## src/design/rmp_pkg.sv

```systemverilog
// Region mosaic pixelation: shared types and constants.
// Used by the modules of the block other than the RAM, and by the channel interfaces.
package rmp_pkg;

	localparam int COLOR_W    = 24;
	localparam int CHAN_W     = 8;
	localparam int SIDE_W     = 8;
	localparam int CFG_IDX_W  = 3;
	localparam int CFG_DATA_W = 12;
	localparam int QUEUE_DEPTH = 4;
	localparam int QUEUE_PTR_W = 2;

	localparam logic [11:0] RST_FRAME_WIDTH  = 12'd1280;
	localparam logic [11:0] RST_FRAME_HEIGHT = 12'd720;
	localparam logic [7:0]  RST_MOSAIC_BLOCK = 8'd20;

	typedef enum logic [CFG_IDX_W-1:0] {
		REG_FRAME_WIDTH   = 3'd0,
		REG_FRAME_HEIGHT  = 3'd1,
		REG_REGION_LEFT   = 3'd2,
		REG_REGION_TOP    = 3'd3,
		REG_REGION_WIDTH  = 3'd4,
		REG_REGION_HEIGHT = 3'd5,
		REG_MOSAIC_BLOCK  = 3'd6,
		REG_MOSAIC_ENABLE = 3'd7
	} rmp_reg_t;

	typedef struct packed {
		logic [11:0] frame_width;
		logic [11:0] frame_height;
		logic [10:0] region_left;
		logic [10:0] region_top;
		logic [11:0] region_width;
		logic [11:0] region_height;
		logic [7:0]  mosaic_block;
		logic        mosaic_enable;
	} rmp_cfg_t;

	// Per-item control from front to back
	typedef struct packed {
		logic masked;
		logic store;
	} rmp_ctl_t;

	typedef enum logic [1:0] {
		DIV_IDLE,
		DIV_LOAD,
		DIV_RUN
	} rmp_div_state_t;

endpackage

```

## src/design/rmp_queue.sv

```systemverilog
// Region mosaic pixelation: short register queue between front and back.
// Depends on rmp_pkg for its depth.
module rmp_queue #(
	parameter int DATA_W = 38
) (
	input  logic              clk,
	input  logic              arst_n,
	input  logic              push,
	input  logic [DATA_W-1:0] push_data,
	output logic              full,
	input  logic              pop,
	output logic [DATA_W-1:0] pop_data,
	output logic              empty
);

	localparam int PW = rmp_pkg::QUEUE_PTR_W;

	logic [DATA_W-1:0] mem_q [rmp_pkg::QUEUE_DEPTH];
	logic [PW-1:0]     wr_ptr_q, rd_ptr_q;
	logic [PW:0]       count_q;

	assign full     = count_q == (PW + 1)'(rmp_pkg::QUEUE_DEPTH);
	assign empty    = count_q == '0;
	assign pop_data = mem_q[rd_ptr_q];

	always_ff @(posedge clk) begin
		if (push) begin
			mem_q[wr_ptr_q] <= push_data;
		end
	end

	always_ff @(posedge clk or negedge arst_n) begin
		if (!arst_n) begin
			wr_ptr_q <= '0;
			rd_ptr_q <= '0;
			count_q  <= '0;
		end else begin
			if (push) wr_ptr_q <= wr_ptr_q + PW'(1);
			if (pop) rd_ptr_q <= rd_ptr_q + PW'(1);
			if (push && !pop) begin
				count_q <= count_q + (PW + 1)'(1);
			end else if (pop && !push) begin
				count_q <= count_q - (PW + 1)'(1);
			end
		end
	end

	a_no_overflow: assert property (@(posedge clk) disable iff (!arst_n)
		push |-> !full)
		else $error("queue push while full");

	a_no_underflow: assert property (@(posedge clk) disable iff (!arst_n)
		pop |-> !empty)
		else $error("queue pop while empty");

endmodule

```

## config.mk

```make
export PLATFORM = sky130hd
export DESIGN_NAME = rmp_queue
export DESIGN_NICKNAME = d
export VERILOG_FILES = /design/src/design/rmp_pkg.sv /design/src/design/rmp_queue.sv
export SDC_FILE = /design/constraint.sdc
export NUM_CORES = 1
export LEC_CHECK = 0
export BUFFER_PORTS_ARGS = -buffer_cell sky130_fd_sc_hd__buf_2
export CAP_MARGIN = 40
export CORE_ASPECT_RATIO = 0.6
export CORE_UTILIZATION = 51
export DETAILED_ROUTE_END_ITERATION = 8
export GPL_TIMING_DRIVEN = 0
export PLACE_DENSITY = 0.75
export RECOVER_POWER = 25
export SYNTH_ARGS = -nofsm -noshare
export SYNTH_HDL_FRONTEND = slang
export SYNTH_SLANG_ARGS = --single-unit
```

## constraint.sdc

```tcl
create_clock -name clk -period 1.95 [get_ports clk]
set_input_delay 0.0975 -clock clk [delete_from_list [all_inputs] [get_ports clk]]
set_output_delay 0.0975 -clock clk [all_outputs]
set_load 0.02 [all_outputs]
```

==> results.txt <==
The flow ran to the end, and the final reports show no timing, DRC or antenna violations. The pin count of the biggest net entering global routing is 27. The post-route clock skew came out at ~0.0062 ns. The fraction of synthesized cell area taken by the top area cell type came out at 77.0%.

At the worst endpoint, the required time is 1.85 ns. The initial antenna violation count came to 0. In this run the worst path has a maximum fanout of 10. The number of warnings issued by yosys is 0.

The number of sinks on the clock net is between 150 and 200. The critical path in this run is classified as flip-flop to output port. The most used routing layer in global routing is met2.

The number of buffer cells added on primary ports came out at between 80 and 90. The post-layout total power is between 10 and 15 mW. The number of antenna diodes in the final layout is 0. STA classifies the critical path endpoint as an output port. The average detailed-routed wire length per instance is roughly 19 um. The TritonCTS buffer count came out at 17.

For this run the aggregate overflow at the end of global routing stands at 0. Setup repair after global routing left no endpoint under its margin. The number of endpoints with negative hold slack in the final report came out at 0.

The proportion of synthesized chip area in sequential cells came out at approximately four fifths. Net switching is 30.6% of the power. By instance count, the leading cell after synthesis is sky130_fd_sc_hd__edfxtp_1. The total routing resource utilization after global routing is roughly a fifth. Yosys attributes the largest share of cell area to sky130_fd_sc_hd__edfxtp_1 77%, sky130_fd_sc_hd__mux4_2 14%, sky130_fd_sc_hd__dfrtp_1 3.0%.

The starting density of the core came out at between 50% and 60%. Measured along the y axis, the die boundary spans ~85 um. The count of different cell masters after synthesis came out at 19.

The number of violations reported at the end of detailed-routing iteration 0 came out at 168. By count the netlist is led by 152 x sky130_fd_sc_hd__edfxtp_1, 38 x sky130_fd_sc_hd__mux4_2, 7 x sky130_fd_sc_hd__dfrtp_1. Relative to the synthesized area, the layout overhead comes to 28.1%.

The routing usage on met3 is just under 6%. The internal power of the cells totals around 8.0 mW. The number of optimization iterations in the first detailed-route pass came out at 6.

In the final design database the tool counted 426 nets. TritonCTS built the clock tree. Headroom to the max-slew limit came out at 58.8%. Of the total power, the clock network draws a little over a quarter.

The final critical-path setup slack came out at between 0.09 and 0.1 ns. The via count of the first global-routing pass came out at approximately 3.0k. The setup-violating endpoint count in the final report is 0. The depth of the worst register-to-register path came out at 4. The worst hold slack came out at about 0.13 ns. The netlist area before placement came out at 5920 um^2. The core region is 11300 um^2. Post-CTS timing repair inserted 0 buffers for setup. The highest ir drop seen on vdd is about 930 uV. For the final routed database, the setup TNS stands at 0 ns. The floorplan has 30 rows. The met1 capacity usage during global routing is between 20% and 30%. Counting every instance in the synthesized netlist gives 233.

The number of slew-limit violations in the final report is 0. The clock latency reported for the late side of the worst-skew pair is between 0.4 and 0.5 ns. The worst path uses 95.0% of the clock period. The horizontal die dimension is roughly 140 um.

At the pin with the least slew margin, the transition time is roughly 0.62 ns. The number of synthesized flops with an enable pin came out at around 150. In this run the remaining antenna-violating nets after routing total 0. The switching component of the power came out at 3.55 mW. After synthesis the netlist holds a flip-flop and latch count of between 150 and 200. The areal power density over the cells came out at 1530 nW/um^2. The category of the worst setup path launch point is a flip-flop. The overall routed net length came out at around 10000 um. Of the cells placed in the final design, the portion with a size suffix greater than 1 is a little over a third. In the routed design, unresolved DRC markers number 0. The number of I/O pins came out at 82.

Sequential cells burn 40.2% of the power. The first global-routing pass estimated roughly 16000 um of wire. The tool flagged a number of max-cap violations equal to 0. The H-tree was split into 4 levels. In this run the mean area of a mapped cell was about 25 um^2.

No sink is reached through more buffers than the 2 on the longest clock path. The net count of the mapped netlist is 281. The async set-or-reset flop fraction in the synthesized netlist came out at around 4.4%. Combinational cells account for ~32% of the total power.

The data arrival time at the worst-slack endpoint came out at approximately 1.8 ns. The leading area contributor after synthesis is sky130_fd_sc_hd__edfxtp_1. The shortest clock period the worst path allows after layout came out at around 1.9 ns. The routability congestion estimate came out at about 0.70. The leakage power figure came out at approximately 2.6 nW. The total number of vias is 2838. The clock slew seen by the registers of the worst setup and hold paths came out at around 0.060 ns. Timing would allow up to ~540 MHz.

Dividing the detail-routed via count by the number of cells gives 5.16. The die covers between 10000 and 15000 um^2. Before CTS, the worst setup slack after placement is around 0.16 ns. The worst hold path belongs to the class primary input to async pin. The buffer cell driving the clock tree root is sky130_fd_sc_hd__clkbuf_16. Global routing consumed, on the met2 layer, between 30% and 40% of the routing resources. In the synthesized netlist the dominant register cell turns out to be sky130_fd_sc_hd__edfxtp_1.
## final timing paths
| path | start | slack [ns] | to |
|---|---|---|---|
| max | rd_ptr_q[0] | 0.1 | pop_data[9] |
| min | arst_n | 0.13 | count_q[0] |
| max reg2reg | wr_ptr_q[0] | 0.18 | mem_q[0][30] |
| min reg2reg | count_q[2] | 0.51 | count_q[2] |
| max in group asynchronous | arst_n | 1.54 | rd_ptr_q[1] |
| min in group clk | push_data[34] | 0.43 | mem_q[0][34] |
## metrics by stage
| stage | instance area [um^2] | util (%) | cells |
|---|---|---|---|
| floorplan | 5920 | - | 233 |
| global placement | 6530 | 57.8 | 474 |
| detailed placement | 6640 | 58.7 | 478 |
| CTS | 7620 | 67.4 | 550 |
| global route | 7590 | 67.2 | 550 |
| finish | 7590 | 67.2 | 550 |
## critical path: stages (launching register included)
cell and delay, ns:
sky130_fd_sc_hd__dfrtp_1 0.34, sky130_fd_sc_hd__buf_6 0.14, sky130_fd_sc_hd__buf_12 0.15, sky130_fd_sc_hd__mux4_2 0.52, sky130_fd_sc_hd__buf_2 0.18
## power by group through the flow
stage                     combinational (mW)  clock (mW)  sequential (mW)
after floorplan                         2.59           0             4.69
after global placement                  3.55           0             4.73
after detailed placement                3.77           0             4.74
after CTS                               3.85        3.22             4.67
after global routing                    4.03        3.36             4.71
final                                   3.76        3.16             4.66
## routing by layer
layer / vias to the layer above / share of wire [%]
li1: 1272 / -
met1: 1461 / 44
met2: 90 / 48
met3: 15 / 6.0
met4: 0 / 1.4
met5: - / 0
## logic make-up after synthesis
family | count (synthesis) | synth area share [%]
XOR/XNOR | 6 | 0.887
AND/OR/NAND/NOR | 9 | 0.824
buffers and inverters | 13 | 2.18
AO/OA/AOI/OAI | 1 | 0.0844
adder cells (fa/ha/maj) | 6 | 1.39
flip-flops | 159 | 80.0
multiplexers | 39 | 14.6
## final cells by class
class	count	area, um^2
clock inverter	13	139
multi-input combinational	61	1060
sequential	159	4740
inverter	4	15.0
tap	160	200
fill	777	3710
buffer	9	116
timing repair buffer	126	891
clock buffer	18	429
## what timing repair did
action | CTS | global route
setup endpoints to repair | 7 | 0
hold buffers | 41 | 0
endpoints found under the hold margin | 163 | 0
gates resized for setup | 1 | 0
## sequential cells by signal, summed over array words and instances, names as in the netlist
name and count:
wr_ptr_q 2, rd_ptr_q 2, mem_q 152, count_q 3
## cell usage in the layout, fill, tap and decap left out
cell type	instances
sky130_fd_sc_hd__xor2_1	4
sky130_fd_sc_hd__and2_2	4
sky130_fd_sc_hd__o21ai_0	1
sky130_fd_sc_hd__bufinv_16	2
sky130_fd_sc_hd__fa_1	1
sky130_fd_sc_hd__clkinv_4	2
sky130_fd_sc_hd__nor3b_1	1
sky130_fd_sc_hd__buf_4	2
sky130_fd_sc_hd__inv_6	3
sky130_fd_sc_hd__inv_1	4
sky130_fd_sc_hd__ha_1	5
sky130_fd_sc_hd__dlygate4sd3_1	41
sky130_fd_sc_hd__nor2_1	1
sky130_fd_sc_hd__dfrtp_1	7
sky130_fd_sc_hd__buf_2	61
sky130_fd_sc_hd__xnor2_1	2
sky130_fd_sc_hd__clkinv_1	2
sky130_fd_sc_hd__buf_12	5
sky130_fd_sc_hd__nand2_1	2
sky130_fd_sc_hd__clkinv_2	1
sky130_fd_sc_hd__mux2_2	1
sky130_fd_sc_hd__buf_16	3
sky130_fd_sc_hd__clkinvlp_4	3
sky130_fd_sc_hd__nor3_1	1
sky130_fd_sc_hd__buf_6	1
sky130_fd_sc_hd__edfxtp_1	152
sky130_fd_sc_hd__clkbuf_1	23
sky130_fd_sc_hd__mux4_2	38
sky130_fd_sc_hd__clkbuf_16	17
Note: power is estimated with default switching activity, not from simulation.
