[src/design/rmp_pkg.sv]
// Region mosaic pixelation: shared types and constants.
// Used by the modules of the block other than the RAM, and by the channel interfaces.
package rmp_pkg;

	localparam int COLOR_W    = 24;
	localparam int CHAN_W     = 8;
	localparam int SIDE_W     = 8;
	localparam int CFG_IDX_W  = 3;
	localparam int CFG_DATA_W = 12;
	localparam int QUEUE_DEPTH = 4;
	localparam int QUEUE_PTR_W = 2;

	localparam logic [11:0] RST_FRAME_WIDTH  = 12'd1280;
	localparam logic [11:0] RST_FRAME_HEIGHT = 12'd720;
	localparam logic [7:0]  RST_MOSAIC_BLOCK = 8'd20;

	typedef enum logic [CFG_IDX_W-1:0] {
		REG_FRAME_WIDTH   = 3'd0,
		REG_FRAME_HEIGHT  = 3'd1,
		REG_REGION_LEFT   = 3'd2,
		REG_REGION_TOP    = 3'd3,
		REG_REGION_WIDTH  = 3'd4,
		REG_REGION_HEIGHT = 3'd5,
		REG_MOSAIC_BLOCK  = 3'd6,
		REG_MOSAIC_ENABLE = 3'd7
	} rmp_reg_t;

	typedef struct packed {
		logic [11:0] frame_width;
		logic [11:0] frame_height;
		logic [10:0] region_left;
		logic [10:0] region_top;
		logic [11:0] region_width;
		logic [11:0] region_height;
		logic [7:0]  mosaic_block;
		logic        mosaic_enable;
	} rmp_cfg_t;

	// Per-item control from front to back
	typedef struct packed {
		logic masked;
		logic store;
	} rmp_ctl_t;

	typedef enum logic [1:0] {
		DIV_IDLE,
		DIV_LOAD,
		DIV_RUN
	} rmp_div_state_t;

endpackage

[src/design/rmp_front.sv]
// Region mosaic pixelation front end: tracks raster position and block
// offsets, classifies each pixel and pushes it to the queue. Depends on rmp_pkg.
module rmp_front #(
	parameter int MAX_FRAME_WIDTH  = 2048,
	parameter int MAX_FRAME_HEIGHT = 2048,
	parameter int MAX_BLOCK_SIDE   = 255
) (
	input  logic                                  clk,
	input  logic                                  arst_n,
	input  rmp_pkg::rmp_cfg_t                     cfg,
	input  logic                                  cfg_wr,
	input  logic                                  in_valid,
	output logic                                  in_ready,
	input  logic                                  sof,
	input  logic [rmp_pkg::COLOR_W-1:0]           in_color,
	input  logic                                  q_full,
	output logic                                  push,
	output logic [rmp_pkg::COLOR_W-1:0]           push_color,
	output rmp_pkg::rmp_ctl_t                     push_ctl,
	output logic [$clog2(MAX_FRAME_WIDTH)-1:0]    push_idx
);

	localparam int XW = $clog2(MAX_FRAME_WIDTH);
	localparam int YW = $clog2(MAX_FRAME_HEIGHT);
	localparam int DW = (XW > YW) ? XW : YW;
	localparam int EW = ((DW > 12) ? DW : 12) + 1;
	localparam int CW = $clog2(DW + 1);
	localparam int SW = rmp_pkg::SIDE_W;

	rmp_pkg::rmp_div_state_t state_q, state_nx;

	logic [XW-1:0] col_q, cur_col, col_nx, bx_q, cur_bx, bx_nx;
	logic [YW-1:0] line_q, cur_line, line_nx;
	logic [SW-1:0] ax_q, cur_ax, ax_nx, ay_q, cur_ay, ay_nx;
	logic [SW-1:0] side;
	logic [EW-1:0] w_eff, h_eff, fw_e, fh_e;
	logic [EW-1:0] left_e, top_e, rgt_e, bot_e;
	logic [EW-1:0] cur_col_e, cur_line_e, col_inc_e, line_inc_e, col_nx_e, line_nx_e;
	logic          wrap, fits, in_x, in_y, in_rect, store, busy, div_done;

	logic [DW-1:0] dvd_x_q, dvd_y_q, dx_init, dy_init;
	logic [SW-1:0] rem_x_q, rem_y_q, rx_nx, ry_nx;
	logic [SW:0]   tx, ty;
	logic          gx, gy;
	logic [CW-1:0] cnt_q;

	// Effective frame size and block side
	always_comb begin
		fw_e = EW'(cfg.frame_width);
		fh_e = EW'(cfg.frame_height);
		if (cfg.frame_width == '0) begin
			w_eff = EW'(1);
		end else if (fw_e > EW'(MAX_FRAME_WIDTH)) begin
			w_eff = EW'(MAX_FRAME_WIDTH);
		end else begin
			w_eff = fw_e;
		end
		if (cfg.frame_height == '0) begin
			h_eff = EW'(1);
		end else if (fh_e > EW'(MAX_FRAME_HEIGHT)) begin
			h_eff = EW'(MAX_FRAME_HEIGHT);
		end else begin
			h_eff = fh_e;
		end
		if (int'(cfg.mosaic_block) > MAX_BLOCK_SIDE) begin
			side = SW'(MAX_BLOCK_SIDE);
		end else begin
			side = cfg.mosaic_block;
		end
	end

	// Classify the pixel and work out the next position
	always_comb begin
		cur_col  = sof ? '0 : col_q;
		cur_line = sof ? '0 : line_q;
		cur_ax   = sof ? '0 : ax_q;
		cur_bx   = sof ? '0 : bx_q;
		cur_ay   = sof ? '0 : ay_q;

		cur_col_e  = EW'(cur_col);
		cur_line_e = EW'(cur_line);
		left_e     = EW'(cfg.region_left);
		top_e      = EW'(cfg.region_top);
		rgt_e      = left_e + EW'(cfg.region_width);
		bot_e      = top_e + EW'(cfg.region_height);

		fits    = (rgt_e <= w_eff) && (bot_e <= h_eff);
		in_x    = (cur_col_e >= left_e) && (cur_col_e < rgt_e);
		in_y    = (cur_line_e >= top_e) && (cur_line_e < bot_e);
		in_rect = cfg.mosaic_enable && (side != '0) && fits && in_x && in_y;
		store   = in_rect && (cur_ax == '0) && (cur_ay == '0);

		col_inc_e  = cur_col_e + EW'(1);
		wrap       = col_inc_e >= w_eff;
		col_nx     = wrap ? '0 : XW'(col_inc_e);
		line_inc_e = wrap ? (cur_line_e + EW'(1)) : cur_line_e;
		line_nx    = (line_inc_e >= h_eff) ? '0 : YW'(line_inc_e);
		col_nx_e   = EW'(col_nx);
		line_nx_e  = EW'(line_nx);

		// Offsets restart at column 0 and where the rectangle starts; advance from its left edge on
		if ((col_nx_e == left_e) || (col_nx == '0)) begin
			ax_nx = '0;
			bx_nx = '0;
		end else if (cur_col_e >= left_e) begin
			if (({1'b0, cur_ax} + 9'd1) == {1'b0, side}) begin
				ax_nx = '0;
				bx_nx = cur_bx + XW'(1);
			end else begin
				ax_nx = cur_ax + SW'(1);
				bx_nx = cur_bx;
			end
		end else begin
			ax_nx = cur_ax;
			bx_nx = cur_bx;
		end

		if ((line_nx_e == top_e) || (line_nx == '0)) begin
			ay_nx = '0;
		end else if ((line_nx != cur_line) && (cur_line_e >= top_e)) begin
			if (({1'b0, cur_ay} + 9'd1) == {1'b0, side}) begin
				ay_nx = '0;
			end else begin
				ay_nx = cur_ay + SW'(1);
			end
		end else begin
			ay_nx = cur_ay;
		end
	end

	assign busy       = state_q != rmp_pkg::DIV_IDLE;
	assign in_ready   = !busy && !q_full;
	assign push       = in_valid && in_ready;
	assign push_color = in_color;
	assign push_ctl   = '{masked: in_rect, store: store};
	assign push_idx   = cur_bx;

	// Divider state: after a register write, rebuild offsets for the current position
	always_ff @(posedge clk or negedge arst_n) begin
		if (!arst_n) begin
			state_q <= rmp_pkg::DIV_IDLE;
		end else begin
			state_q <= state_nx;
		end
	end

	assign div_done = cnt_q == CW'(DW);

	always_comb begin
		state_nx = state_q;
		case (state_q)
			rmp_pkg::DIV_IDLE: begin
				if (cfg_wr) state_nx = rmp_pkg::DIV_LOAD;
			end
			rmp_pkg::DIV_LOAD: begin
				state_nx = cfg_wr ? rmp_pkg::DIV_LOAD : rmp_pkg::DIV_RUN;
			end
			rmp_pkg::DIV_RUN: begin
				if (cfg_wr) begin
					state_nx = rmp_pkg::DIV_LOAD;
				end else if (div_done) begin
					state_nx = rmp_pkg::DIV_IDLE;
				end
			end
			default: state_nx = rmp_pkg::DIV_IDLE;
		endcase
	end

	// Shift-subtract step, one quotient bit per cycle for both axes
	always_comb begin
		dx_init = (EW'(col_q) >= left_e) ? DW'(EW'(col_q) - left_e) : '0;
		dy_init = (EW'(line_q) >= top_e) ? DW'(EW'(line_q) - top_e) : '0;
		tx = {rem_x_q, dvd_x_q[DW-1]};
		ty = {rem_y_q, dvd_y_q[DW-1]};
		gx = tx >= {1'b0, side};
		gy = ty >= {1'b0, side};
		rx_nx = gx ? SW'(tx - {1'b0, side}) : SW'(tx);
		ry_nx = gy ? SW'(ty - {1'b0, side}) : SW'(ty);
	end

	always_ff @(posedge clk or negedge arst_n) begin
		if (!arst_n) begin
			cnt_q <= '0;
		end else if (state_q == rmp_pkg::DIV_LOAD) begin
			cnt_q <= '0;
		end else if ((state_q == rmp_pkg::DIV_RUN) && !div_done) begin
			cnt_q <= cnt_q + CW'(1);
		end
	end

	always_ff @(posedge clk) begin
		if (state_q == rmp_pkg::DIV_LOAD) begin
			dvd_x_q <= dx_init;
			dvd_y_q <= dy_init;
			rem_x_q <= '0;
			rem_y_q <= '0;
		end else if ((state_q == rmp_pkg::DIV_RUN) && !div_done) begin
			dvd_x_q <= {dvd_x_q[DW-2:0], gx};
			dvd_y_q <= {dvd_y_q[DW-2:0], gy};
			rem_x_q <= rx_nx;
			rem_y_q <= ry_nx;
		end
	end

	always_ff @(posedge clk or negedge arst_n) begin
		if (!arst_n) begin
			col_q  <= '0;
			line_q <= '0;
			ax_q   <= '0;
			bx_q   <= '0;
			ay_q   <= '0;
		end else if (push) begin
			col_q  <= col_nx;
			line_q <= line_nx;
			ax_q   <= ax_nx;
			bx_q   <= bx_nx;
			ay_q   <= ay_nx;
		end else if ((state_q == rmp_pkg::DIV_RUN) && div_done && !cfg_wr) begin
			ax_q <= rem_x_q;
			bx_q <= XW'(dvd_x_q);
			ay_q <= rem_y_q;
		end
	end

	a_ax_in_block: assert property (@(posedge clk) disable iff (!arst_n)
		(!busy && (side != '0)) |-> (ax_q < side))
		else $error("across offset outside block");

	a_ay_in_block: assert property (@(posedge clk) disable iff (!arst_n)
		(!busy && (side != '0)) |-> (ay_q < side))
		else $error("down offset outside block");

endmodule

[config.mk]
export PLATFORM = sky130hd
export DESIGN_NAME = rmp_front
export DESIGN_NICKNAME = d
export VERILOG_FILES = /design/src/design/rmp_pkg.sv /design/src/design/rmp_front.sv
export SDC_FILE = /design/constraint.sdc
export NUM_CORES = 1
export LEC_CHECK = 0
export BUFFER_PORTS_ARGS = -buffer_cell sky130_fd_sc_hd__buf_4
export CAP_MARGIN = 20
export CORE_MARGIN = 2
export CORE_UTILIZATION = 54
export CTS_CLUSTER_DIAMETER = 80
export DETAILED_ROUTE_END_ITERATION = 7
export PLACE_DENSITY = 0.78
export SYNTH_ARGS = -nofsm -noshare
export SYNTH_HDL_FRONTEND = slang
export SYNTH_SLANG_ARGS = --single-unit
[constraint.sdc]
create_clock -name clk -period 7 [get_ports clk]
set_input_delay 1.75 -clock clk [delete_from_list [all_inputs] [get_ports clk]]
set_output_delay 1.75 -clock clk [all_outputs]
set_load 0.01 [all_outputs]
==> impl_metrics.env <==
export IMPL_fin_cells=1855
export IMPL_min_path_type="reg -> reg"
export IMPL_initialDrtViolationCount=1134
export IMPL_synth_compound_area_frac=0.236
export IMPL_io_pins=148
export IMPL_pwr_share_comb=0.395
export IMPL_wl_um=33100
export IMPL_crit_fanout=2
export IMPL_rrSetupSlack_ns=1.28
export IMPL_rows=52
export IMPL_synth_simple_area_share=0.203
export IMPL_gr_total_overflow=0
export IMPL_path_clk_slew_ns=0.07
export IMPL_rsz0062_at_grt="yes"
export IMPL_synth_top_family_by_area="compound AO/OA/AOI/OAI gates"
export IMPL_initial_utilization=0.552
export IMPL_syn_area_per_cell_um2=7.96
export IMPL_gr_usage_all_layers=0.295
export IMPL_synth_nets=1680
export IMPL_crit_arrival_ns=5.63
export IMPL_skew_ns=0.0119
export IMPL_grt_max_degree=56
export IMPL_dp_hpwl_um=24900
export IMPL_pwr_share_clk=0.272
export IMPL_r2r_start="col_q[1]"
export IMPL_fmax_mhz=136
export IMPL_antenna_found_initial=0
export IMPL_synthToLayoutAreaGrowth_pct=21.9
export IMPL_grt_pass1_wl_um=52900
export IMPL_hold_viol_final=0
export IMPL_final_nets=1853
export IMPL_cts_tree="done"
export IMPL_critical_path_class="in -> out"
export IMPL_synthArstFlopShare=0.591
export IMPL_irDropWorstVdd_v=0.000145
export IMPL_vias_per_cell=6.07
export IMPL_die_h_um=148
export IMPL_final_setup_tns_ns=-0.671
export IMPL_drv_cap=0
export IMPL_maxSlewViolCount=0
export IMPL_cts_root_buf="clkbuf_16"
export IMPL_syn_area_um2=11200
export IMPL_setup_viol=2
export IMPL_synth_ff_type="dfrtp_1"
export IMPL_fin_crit_ns=7.38
export IMPL_dieArea_um2=21900
export IMPL_p_int_mw=1.30
export IMPL_crit_required_ns=5.25
export IMPL_cp_endpoint="push_ctl[0]"
export IMPL_synth_xor_area_frac=0.0712
export IMPL_tightest_slew_ns=1.06
export IMPL_pwr_share_seq=0.334
export IMPL_syn_inst=1407
export IMPL_hold_buffers=0
export IMPL_status="finished, violations left"
export IMPL_synth_area_mux_share=0.0196
export IMPL_wl_per_cell_um=17.8
export IMPL_yosysUniqueCellTypes=77
export IMPL_synth_edf_count=22
export IMPL_antenna_left=0
export IMPL_r2r_end="ay_q[7]"
export IMPL_synthAdderAreaFrac=0.187
export IMPL_clock_sinks=93
export IMPL_fin_ws_ns=-0.376
export IMPL_layout_drive_gt1_share=0.209
export IMPL_p_per_area_nw_per_um2=147
export IMPL_coreArea_um2=20300
export IMPL_clockBufferDepth=2
export IMPL_synth_seq_cells=93
export IMPL_maxSlewHeadroom=0.296
export IMPL_htree_levels=3
export IMPL_crit_path_start="cfg[44]"
export IMPL_post_route_period_util=1.05
export IMPL_drc=0
export IMPL_pre_cts_ws_ns=-0.616
export IMPL_cts_buffers=9
export IMPL_clkLatencyLatePin_ns=0.35
export IMPL_leakage_nw=6.55
export IMPL_hold_slack_ns=0.492
export IMPL_num_vias=11300
export IMPL_end_kind="output pin"
export IMPL_grt_pass1_vias=10900
export IMPL_worst_setup_path_start_kind="input port"
export IMPL_ys_seq_area_frac=0.210
export IMPL_drtPass1Iterations=5
export IMPL_fin_util=0.673
export IMPL_dieWidth_um=148
export IMPL_ys_warn_count=0
export IMPL_dpl_cell_count=1814
export IMPL_failed_checks="negative setup slack"
export IMPL_swShare=0.350
export IMPL_reg2reg_depth=28
export IMPL_place_gp_congestion=0.998
export IMPL_io_buffer_count=99
export IMPL_num_antenna_cells=0
export IMPL_switchingPower_mw=0.700
export IMPL_fillerInstances=1717
[registers in the layout, summed over array words and instances, names as in the netlist]
register and flops:
cnt_q 4, state_q 2, dvd_x_q 11, col_q 11
ay_q 8, line_q 11, rem_x_q 8, rem_y_q 8
bx_q 11, dvd_y_q 11, ax_q 8
[critical path, stage by stage]
cell and delay (ns):
buf_8 0.10, ha_4 0.15, fa_2 0.33, a21o_1 0.17, a21oi_2 0.15, o21bai_1 0.10, a21oi_2 0.16, nor2b_1 0.08
o21ai_2 0.18, nand2_2 0.10, a21o_1 0.20, a21oi_2 0.16, xnor2_1 0.14, ha_1 0.27, a21o_1 0.19, a21oi_2 0.16
o211ai_1 0.12, a21o_1 0.21, a211oi_2 0.23, o2111ai_2 0.20, nor4_2 0.19, buf_4 0.17, buf_6 0.10
[cell families after synthesis]
kind of cell    Yosys count
buf+inv                 183
xor+xnor                 91
simple gates            449
compound gates          406
mux                      21
flops                    93
fa+ha+maj               164
[metrics by stage]
step,area (um2),power (mW)
2_1_floorplan,11400,1.17
3_3_place_gp,12900,1.38
3_5_place_dp,12900,1.40
4_1_cts,13400,1.97
5_1_grt,13700,2.12
6_report,13700,2.00
[power groups by stage]
| stage | logic (mW) | clock network (mW) | registers (mW) |
|---|---|---|---|
| floorplan | 0.509 | 0 | 0.656 |
| global placement | 0.704 | 0 | 0.676 |
| detailed placement | 0.726 | 0 | 0.676 |
| CTS | 0.756 | 0.547 | 0.666 |
| global route | 0.874 | 0.573 | 0.676 |
| finish | 0.790 | 0.544 | 0.668 |
[cells in the final DEF (no fill, tap or decap), types with 27 or more instances in the layout]
cell type,Yosys,routed
a21o_1,28,28
a21oi_1,70,61
buf_4,26,230
dfrtp_1,55,55
ha_1,158,155
inv_1,107,105
nand2_1,127,124
nand3_1,34,32
nand4_1,27,27
nor2_1,85,83
nor2b_1,46,45
o21a_1,27,27
o21ai_0,128,121
xnor2_1,62,57
xor2_1,29,28
[worst min path at each step]
stage	from	to	slack, ns	depth (start not counted)
after floorplan	rem_x_q[7]	rem_x_q[7]	0.44	2
after global placement	rem_x_q[7]	rem_x_q[7]	0.48	2
after detailed placement	rem_y_q[0]	rem_y_q[0]	0.49	2
after CTS	rem_y_q[0]	rem_y_q[0]	0.49	2
after global routing	rem_y_q[0]	rem_y_q[0]	0.52	2
final	rem_y_q[0]	rem_y_q[0]	0.49	2
[metal layers]
metal  GRT usage  share of wire  up-vias  wire length, um
met5           0              0        -                0
met4       0.116          0.035        0             1160
met3      0.0343          0.063       96             2080
met2       0.491           0.47      428            15500
met1       0.392           0.43     5284            14300
li1            -              -     5449                -
[timing repair]
action,CTS,global route
endpoints found under the hold margin,0,0
setup buffers,21,8
pin swaps,23,40
endpoints found under the setup margin,2,10
resized for setup,18,43
[final cells by class]
type | count | area (um2) | share of cell area
multi-input cells | 1131 | 8410 | 0.616
clock buffers | 10 | 229 | 0.0168
inverters | 108 | 405 | 0.0297
repair buffers | 237 | 1820 | 0.133
flip-flops and latches | 93 | 2360 | 0.173
clock inverters | 6 | 95.1 | 0.00696
well taps | 270 | 338 | 0.0247
[synthesized netlist by cell type (all sizes together), types with 26 or more instances]
master    n  area [um2]
a21oi    72         368
clkbuf   43         164
nand4    27         169
buf      32         241
inv     107         402
o21a     27         203
nor3     27         135
xnor2    62         543
nand3    34         170
nor4     26         163
nor2     85         319
xor2     29         254
ha      158        1980
a21o     28         210
nand2   127         477
dfrtp    55        1380
nor2b    46         288
o21ai   128         641
Power figures use the tool's default switching activity.
